===== src/rtl/b2da_pkg.sv =====
// ----------------------------------------------------------------------------
// b2da_pkg
// Shared types and constants for the binary to decimal ASCII converter.
// ----------------------------------------------------------------------------
package b2da_pkg;

  // Widths of the external word fields
  localparam int unsigned ValueBits = 64;
  localparam int unsigned CharBits  = 6;
  localparam int unsigned DigitBits = 4;

  // ASCII code of '0', which fits in the character field
  localparam logic [CharBits-1:0] AsciiZero = 6'd48;

  // Controller states
  typedef enum logic [1:0] {
    StIdle,
    StConv,
    StSkip,
    StEmit
  } b2da_state_e;

  // Per-cycle command broadcast to every digit cell
  typedef struct packed {
    logic clear;        // zero the digit at the start of a conversion
    logic shift_bit;    // double dabble step: adjust then shift one bit in
    logic shift_digit;  // move whole digits one cell toward the top
  } b2da_cell_ctrl_t;

endpackage


===== src/rtl/b2da_cell.sv =====
// ----------------------------------------------------------------------------
// b2da_cell
// One BCD digit of the double dabble chain. Adds three when the digit is five
// or more, then shifts in one bit from the lower cell; can also take over the
// whole digit of the lower cell when the result is unloaded.
// ----------------------------------------------------------------------------
module b2da_cell (
  input  logic                                   clk_i,
  input  logic                                   rst_ni,
  input  b2da_pkg::b2da_cell_ctrl_t              ctrl_i,
  input  logic                                   bit_i,
  input  logic [b2da_pkg::DigitBits-1:0]         digit_i,
  output logic                                   carry_o,
  output logic [b2da_pkg::DigitBits-1:0]         digit_o
);
  import b2da_pkg::*;

  logic [DigitBits-1:0] digit_q, digit_d;
  logic [DigitBits-1:0] adj;

  // Add-3 correction ahead of the shift
  always_comb begin
    adj = (digit_q >= DigitBits'(5)) ? digit_q + DigitBits'(3) : digit_q;
  end

  assign carry_o = adj[DigitBits-1];
  assign digit_o = digit_q;

  // Next digit
  always_comb begin
    digit_d = digit_q;
    if (ctrl_i.clear) begin
      digit_d = '0;
    end else if (ctrl_i.shift_bit) begin
      digit_d = {adj[DigitBits-2:0], bit_i};
    end else if (ctrl_i.shift_digit) begin
      digit_d = digit_i;
    end
  end

  always_ff @(posedge clk_i or negedge rst_ni) begin
    if (!rst_ni) begin
      digit_q <= '0;
    end else begin
      digit_q <= digit_d;
    end
  end

endmodule


===== src/rtl/binary_to_decimal_ascii_unit.sv =====
// ----------------------------------------------------------------------------
// binary_to_decimal_ascii_unit
// Converts an unsigned binary word to its decimal text, one ASCII digit per
// output word, most significant first, leading zeros dropped.
//
//   channel | signals                          | direction
//   --------+----------------------------------+----------
//   in      | in_valid_i, in_ready_o, value_i  | input word
//   out     | out_valid_o, out_ready_i,        | one digit per word
//           | digit_char_o, last_o             |
//
// A word passes through the accept state, VALUE_WIDTH shift steps through the
// digit cell chain, the dropping of leading zeros, a hand-over from dropping
// zeros to unloading, and the unloading of the digits.
// One word is in flight at a time; in_ready_o is high only when idle.
// Output stalls hold the current digit; nothing to clear after reset.
// ----------------------------------------------------------------------------
module binary_to_decimal_ascii_unit #(
  parameter int unsigned VALUE_WIDTH = 64
) (
  input  logic                              clk_i,
  input  logic                              rst_ni,
  input  logic                              in_valid_i,
  output logic                              in_ready_o,
  input  logic [b2da_pkg::ValueBits-1:0]    value_i,
  output logic                              out_valid_o,
  input  logic                              out_ready_i,
  output logic [b2da_pkg::CharBits-1:0]     digit_char_o,
  output logic                              last_o
);
  import b2da_pkg::*;

  // Decimal digits of 2^VALUE_WIDTH - 1
  localparam int unsigned NumDigits = (VALUE_WIDTH * 30103) / 100000 + 1;
  localparam int unsigned BitCntW   = $clog2(VALUE_WIDTH + 1);
  localparam int unsigned RemW      = $clog2(NumDigits + 1);

  b2da_state_e            state_q, state_d;
  logic [BitCntW-1:0]     bit_cnt_q, bit_cnt_d;
  logic [RemW-1:0]        rem_q, rem_d;
  logic [VALUE_WIDTH-1:0] val_q;
  logic                   load;
  b2da_cell_ctrl_t        ctrl;

  logic [DigitBits-1:0]   digit [NumDigits];
  logic                   carry [NumDigits];
  logic [DigitBits-1:0]   top_digit;

  assign top_digit = digit[NumDigits-1];

  // Digit cell chain, least significant digit in cell 0
  for (genvar i = 0; i < NumDigits; i++) begin : g_cell
    logic                 bit_in;
    logic [DigitBits-1:0] digit_in;
    if (i == 0) begin : g_first
      assign bit_in   = val_q[VALUE_WIDTH-1];
      assign digit_in = '0;
    end else begin : g_next
      assign bit_in   = carry[i-1];
      assign digit_in = digit[i-1];
    end
    b2da_cell u_cell (
      .clk_i   (clk_i),
      .rst_ni  (rst_ni),
      .ctrl_i  (ctrl),
      .bit_i   (bit_in),
      .digit_i (digit_in),
      .carry_o (carry[i]),
      .digit_o (digit[i])
    );
  end

  // Controller: next state, counters and cell commands
  always_comb begin
    state_d          = state_q;
    bit_cnt_d        = bit_cnt_q;
    rem_d            = rem_q;
    load             = 1'b0;
    ctrl             = '0;
    in_ready_o       = 1'b0;
    out_valid_o      = 1'b0;
    case (state_q)
      StIdle: begin
        in_ready_o = 1'b1;
        if (in_valid_i) begin
          load       = 1'b1;
          ctrl.clear = 1'b1;
          bit_cnt_d  = BitCntW'(VALUE_WIDTH);
          state_d    = StConv;
        end
      end
      StConv: begin
        ctrl.shift_bit = 1'b1;
        bit_cnt_d      = bit_cnt_q - BitCntW'(1);
        if (bit_cnt_q == BitCntW'(1)) begin
          rem_d   = RemW'(NumDigits);
          state_d = StSkip;
        end
      end
      StSkip: begin
        // drop leading zeros, keeping at least one digit
        if (top_digit == '0 && rem_q != RemW'(1)) begin
          ctrl.shift_digit = 1'b1;
          rem_d            = rem_q - RemW'(1);
        end else begin
          state_d = StEmit;
        end
      end
      StEmit: begin
        out_valid_o = 1'b1;
        if (out_ready_i) begin
          ctrl.shift_digit = 1'b1;
          rem_d            = rem_q - RemW'(1);
          if (rem_q == RemW'(1)) begin
            state_d = StIdle;
          end
        end
      end
      default: begin
        state_d = StIdle;
      end
    endcase
  end

  assign digit_char_o = AsciiZero + {{(CharBits-DigitBits){1'b0}}, top_digit};
  assign last_o       = (rem_q == RemW'(1));

  // Control registers
  always_ff @(posedge clk_i or negedge rst_ni) begin
    if (!rst_ni) begin
      state_q   <= StIdle;
      bit_cnt_q <= '0;
      rem_q     <= '0;
    end else begin
      state_q   <= state_d;
      bit_cnt_q <= bit_cnt_d;
      rem_q     <= rem_d;
    end
  end

  // Input shift register, MSB feeds the chain
  always_ff @(posedge clk_i) begin
    if (load) begin
      val_q <= value_i[VALUE_WIDTH-1:0];
    end else if (ctrl.shift_bit) begin
      val_q <= {val_q[VALUE_WIDTH-2:0], 1'b0};
    end
  end

endmodule


===== config.mk =====
export PLATFORM = sky130hd
export DESIGN_NAME = binary_to_decimal_ascii_unit
export DESIGN_NICKNAME = d
export VERILOG_FILES = /design/src/rtl/b2da_pkg.sv /design/src/rtl/b2da_cell.sv /design/src/rtl/binary_to_decimal_ascii_unit.sv
export SDC_FILE = /design/constraint.sdc
export NUM_CORES = 1
export LEC_CHECK = 0
export ABC_CLOCK_PERIOD_IN_PS = 8900
export BUFFER_PORTS_ARGS = -buffer_cell sky130_fd_sc_hd__buf_2
export CAP_MARGIN = 20
export CORE_MARGIN = 8
export CORE_UTILIZATION = 50
export CTS_CLUSTER_DIAMETER = 60
export CTS_CLUSTER_SIZE = 12
export DETAILED_ROUTE_END_ITERATION = 8
export PLACE_DENSITY = 0.69
export SLEW_MARGIN = 20
export SYNTH_ARGS = -nofsm -noshare
export SYNTH_HDL_FRONTEND = slang
export SYNTH_SLANG_ARGS = --single-unit

===== constraint.sdc =====
create_clock -name clk_i -period 8.9 [get_ports clk_i]
set_input_delay 0.445 -clock clk_i [delete_from_list [all_inputs] [get_ports clk_i]]
set_output_delay 0.445 -clock clk_i [all_outputs]
set_load 0.01 [all_outputs]

==> qor.yml <==
status: "finished, final reports clean"
synth_area_leaders: "dfrtp_1 26%, edfxtp_1 21%, nand2_1 8.3%, ha_1 6.7%, mux2i_1 6.2%"
required_ns: 9.23
gr-usage-met2_pct: 27.87
area_growth_pct: 11.93
clk_latency_ns: 0.44
drive_gt1_share_pct: 13.94
final_hold_viol_count: 0
synth.ff_latch_count: 158
pre_cts_slack_ns: 5.540
slowest_delay_ns: 0.75
hold-worst-slack_ns: 0.2596
ys_types: 52
fin_util_pct: 57.10
maxCapViolations: 0
hp-class: "input port to flip-flop"
fillers: 1627
multi_input_area_sq_mm: 0.004507
async_flop_share_pct: 59.49
dpl-instance-area_sq_mm: 0.009669
final_area_sq_mm: 0.01029
grt_busiest_layer: "met2"
dieWidth_microns: 151.6
ir_drop_mv: 0.1331
postCtsSetupBuffers: 0
synth_top_cell_by_area: "dfrtp_1"
dr_total_vias: 6885
ant_nets: 0
portBuffers: 74
grt_pass1_vias: 6724
crit_buf_inv: 1
groute.layer.met3.usage_pct: 4.010
clockBufferDepth: 2
slowest_stage: "nand2_2"
min_period_over_period_pct: 37.59
die_area_sq_mm: 0.02299
critPathKind: "flip-flop to flip-flop"
netlist_instances: 971
fin_setup_tns_ns: 0
routedWlPerCell_microns: 14.96
vias_per_cell: 5.456
nNetsFinal: 1137
skew_ns: 0.008105
htreeDepth: 4
initial_core_util_pct: 51.01
ys.flop_type: "dfrtp_1"
antenna_found_initial: 0
synth_seq_area_share_pct: 46.48
synth.top_cell.area_share_pct: 25.58
critical-path-top-delay-family: "simple AND/OR/NAND/NOR gates"
rsz0062_at_grt: "no"
pin_count: 77
synth.most_common_cell: "nand2_1"
finalWorstSetupSlack_ns: 5.554
dp_cells: 1229
relSlewSlack_pct: 31.74
seq_area_sq_mm: 0.004274
max_freq_mhz: 298.9
dpl.hpwl_mm: 11.63
cp.arrival_ns: 3.68
start_kind: "flip-flop"
period_minus_slack_ns: 3.346
fin_cells: 1262
leakagePower_nw: 4.923
cp_max_fo: 60
synth_enable_flop_cells: 64
syn_avg_cell_area_sq_um: 9.470
drcViolationCount: 0
drt-pass1-iter-count: 4
worst_pin_slew_ns: 1.021
tritoncts: "done"
synth_commonest_cells: "204 x nand2_1, 94 x dfrtp_1, 89 x o21ai_0"
grt_pass1_wl_mm: 32.22
clk_pin_slew_ns: 0.08
global_route.usage.total_pct: 17.38
synth_area_sq_mm: 0.009195
fp.dieH_microns: 151.6
overflow: 0
grtUsageMet1_pct: 23.07
coreArea_sq_mm: 0.01802
first_iter_violations: 494
cts_sinks: 158
numCtsBuffers: 17
num_antenna_cells: 0
p_per_area_mw_per_mm2: 148.9
synth_warnings: 0
worst_setup_path_end_kind: "flip-flop"
cts-root-buf: "clkbuf_16"
rows: 49
wl_mm: 18.88
power.total_mw: 1.533
crit_chain: "inv_1 -> ha_1 -> or3b_1 -> nor3_4 -> a211o_4 -> nand2_2 -> o21ai_0"
setup_viol: 0
place.gp.congestion: 0.7731
grt_max_degree: 88
slew_violations: 0
## timing repair
action | 4_1_cts | 5_1_grt
endpoints found under the setup margin | 0 | 0
endpoints found under the hold margin | 34 | 0
resized for setup | 0 | 0
hold buffers | 1 | 0
## cells in the final DEF (no fill, tap or decap), types with 3 or more instances in the layout
cell	instances
buf_4	7
o21ai_0	89
edfxtp_1	64
buf_2	73
o22ai_2	19
o21ai_1	3
nand2_1	203
inv_8	8
a22o_1	21
a31oi_1	21
nor2_1	29
nor3_1	23
ha_1	48
nor3b_1	18
nand3_1	6
a21oi_1	80
inv_6	3
nand2b_1	22
xnor2_1	21
dfrtp_1	94
nor2b_1	20
clkbuf_16	17
mux2i_1	57
inv_1	49
## where the power goes
group | internal [mW] | switching [mW]
clock network | 0.408 | 0.347
logic | 0.0113 | 0.0144
registers | 0.753 | 0
total | 1.17 | 0.361
## layer usage
layer | up-vias | wire length (microns)
met5 | - | 0
met4 | 0 | 179
met3 | 12 | 853
met2 | 135 | 8845
met1 | 3252 | 9004
li1 | 3486 | -
## final timing paths
path	start	to	slack, ns	cells after the start
max in group asynchronous	rst_ni	g_cell[4].u_cell.digit_o[1]$_DFFE_PN0P_	7.24	3
worst min-delay path	value_i[15]	val_q[15]$_DFFE_PP_	0.26	3
worst max register to register	g_cell[19].u_cell.digit_o[1]$_DFFE_PN0P_	g_cell[7].u_cell.digit_o[3]$_DFFE_PN0P_	5.55	7
worst min register to register	val_q[63]$_DFFE_PP_	g_cell[0].u_cell.digit_o[0]$_DFFE_PN0P_	0.48	2
worst max-delay path	g_cell[19].u_cell.digit_o[1]$_DFFE_PN0P_	g_cell[7].u_cell.digit_o[3]$_DFFE_PN0P_	5.55	7
min in group asynchronous	rst_ni	rem_q[2]$_DFFE_PN0P_	0.51	2
## worst register-to-register path: stages, from the launching register on
cell     delay, ns
dfrtp_1       0.38
inv_1         0.15
ha_1          0.16
or3b_1        0.46
nor3_4        0.27
a211o_4       0.59
nand2_2       0.78
o21ai_0       0.45
## layout make-up
class	count	area share [%]
Inverter	49	1.787
Tap cell	229	2.784
Clock inverter	15	1.823
Sequential cell	158	41.53
Clock buffer	17	4.133
Multi-Input combinational cell	713	43.79
Timing Repair Buffer	81	4.158
## flip-flops by register name (all words and copies together), names as in the netlist
signal,cells
rem_q,5
g_cell.u_cell.digit_o,80
state_q,2
bit_cnt_q,7
val_q,64
## cell families (layout without fill, tap and decap cells)
logic type	Yosys count	in the layout	share of synthesized area, %
AND/OR/NAND/NOR	336	336	16.85
AO/OA/AOI/OAI	246	246	16.79
flip-flops	158	158	46.48
buffers and inverters	101	162	4.749
multiplexers	58	58	6.327
adder cells (fa/ha/maj)	49	49	6.668
XOR/XNOR	22	22	2.096
other	1	2	0.04078
No activity file was read; power rests on OpenSTA's default activity.
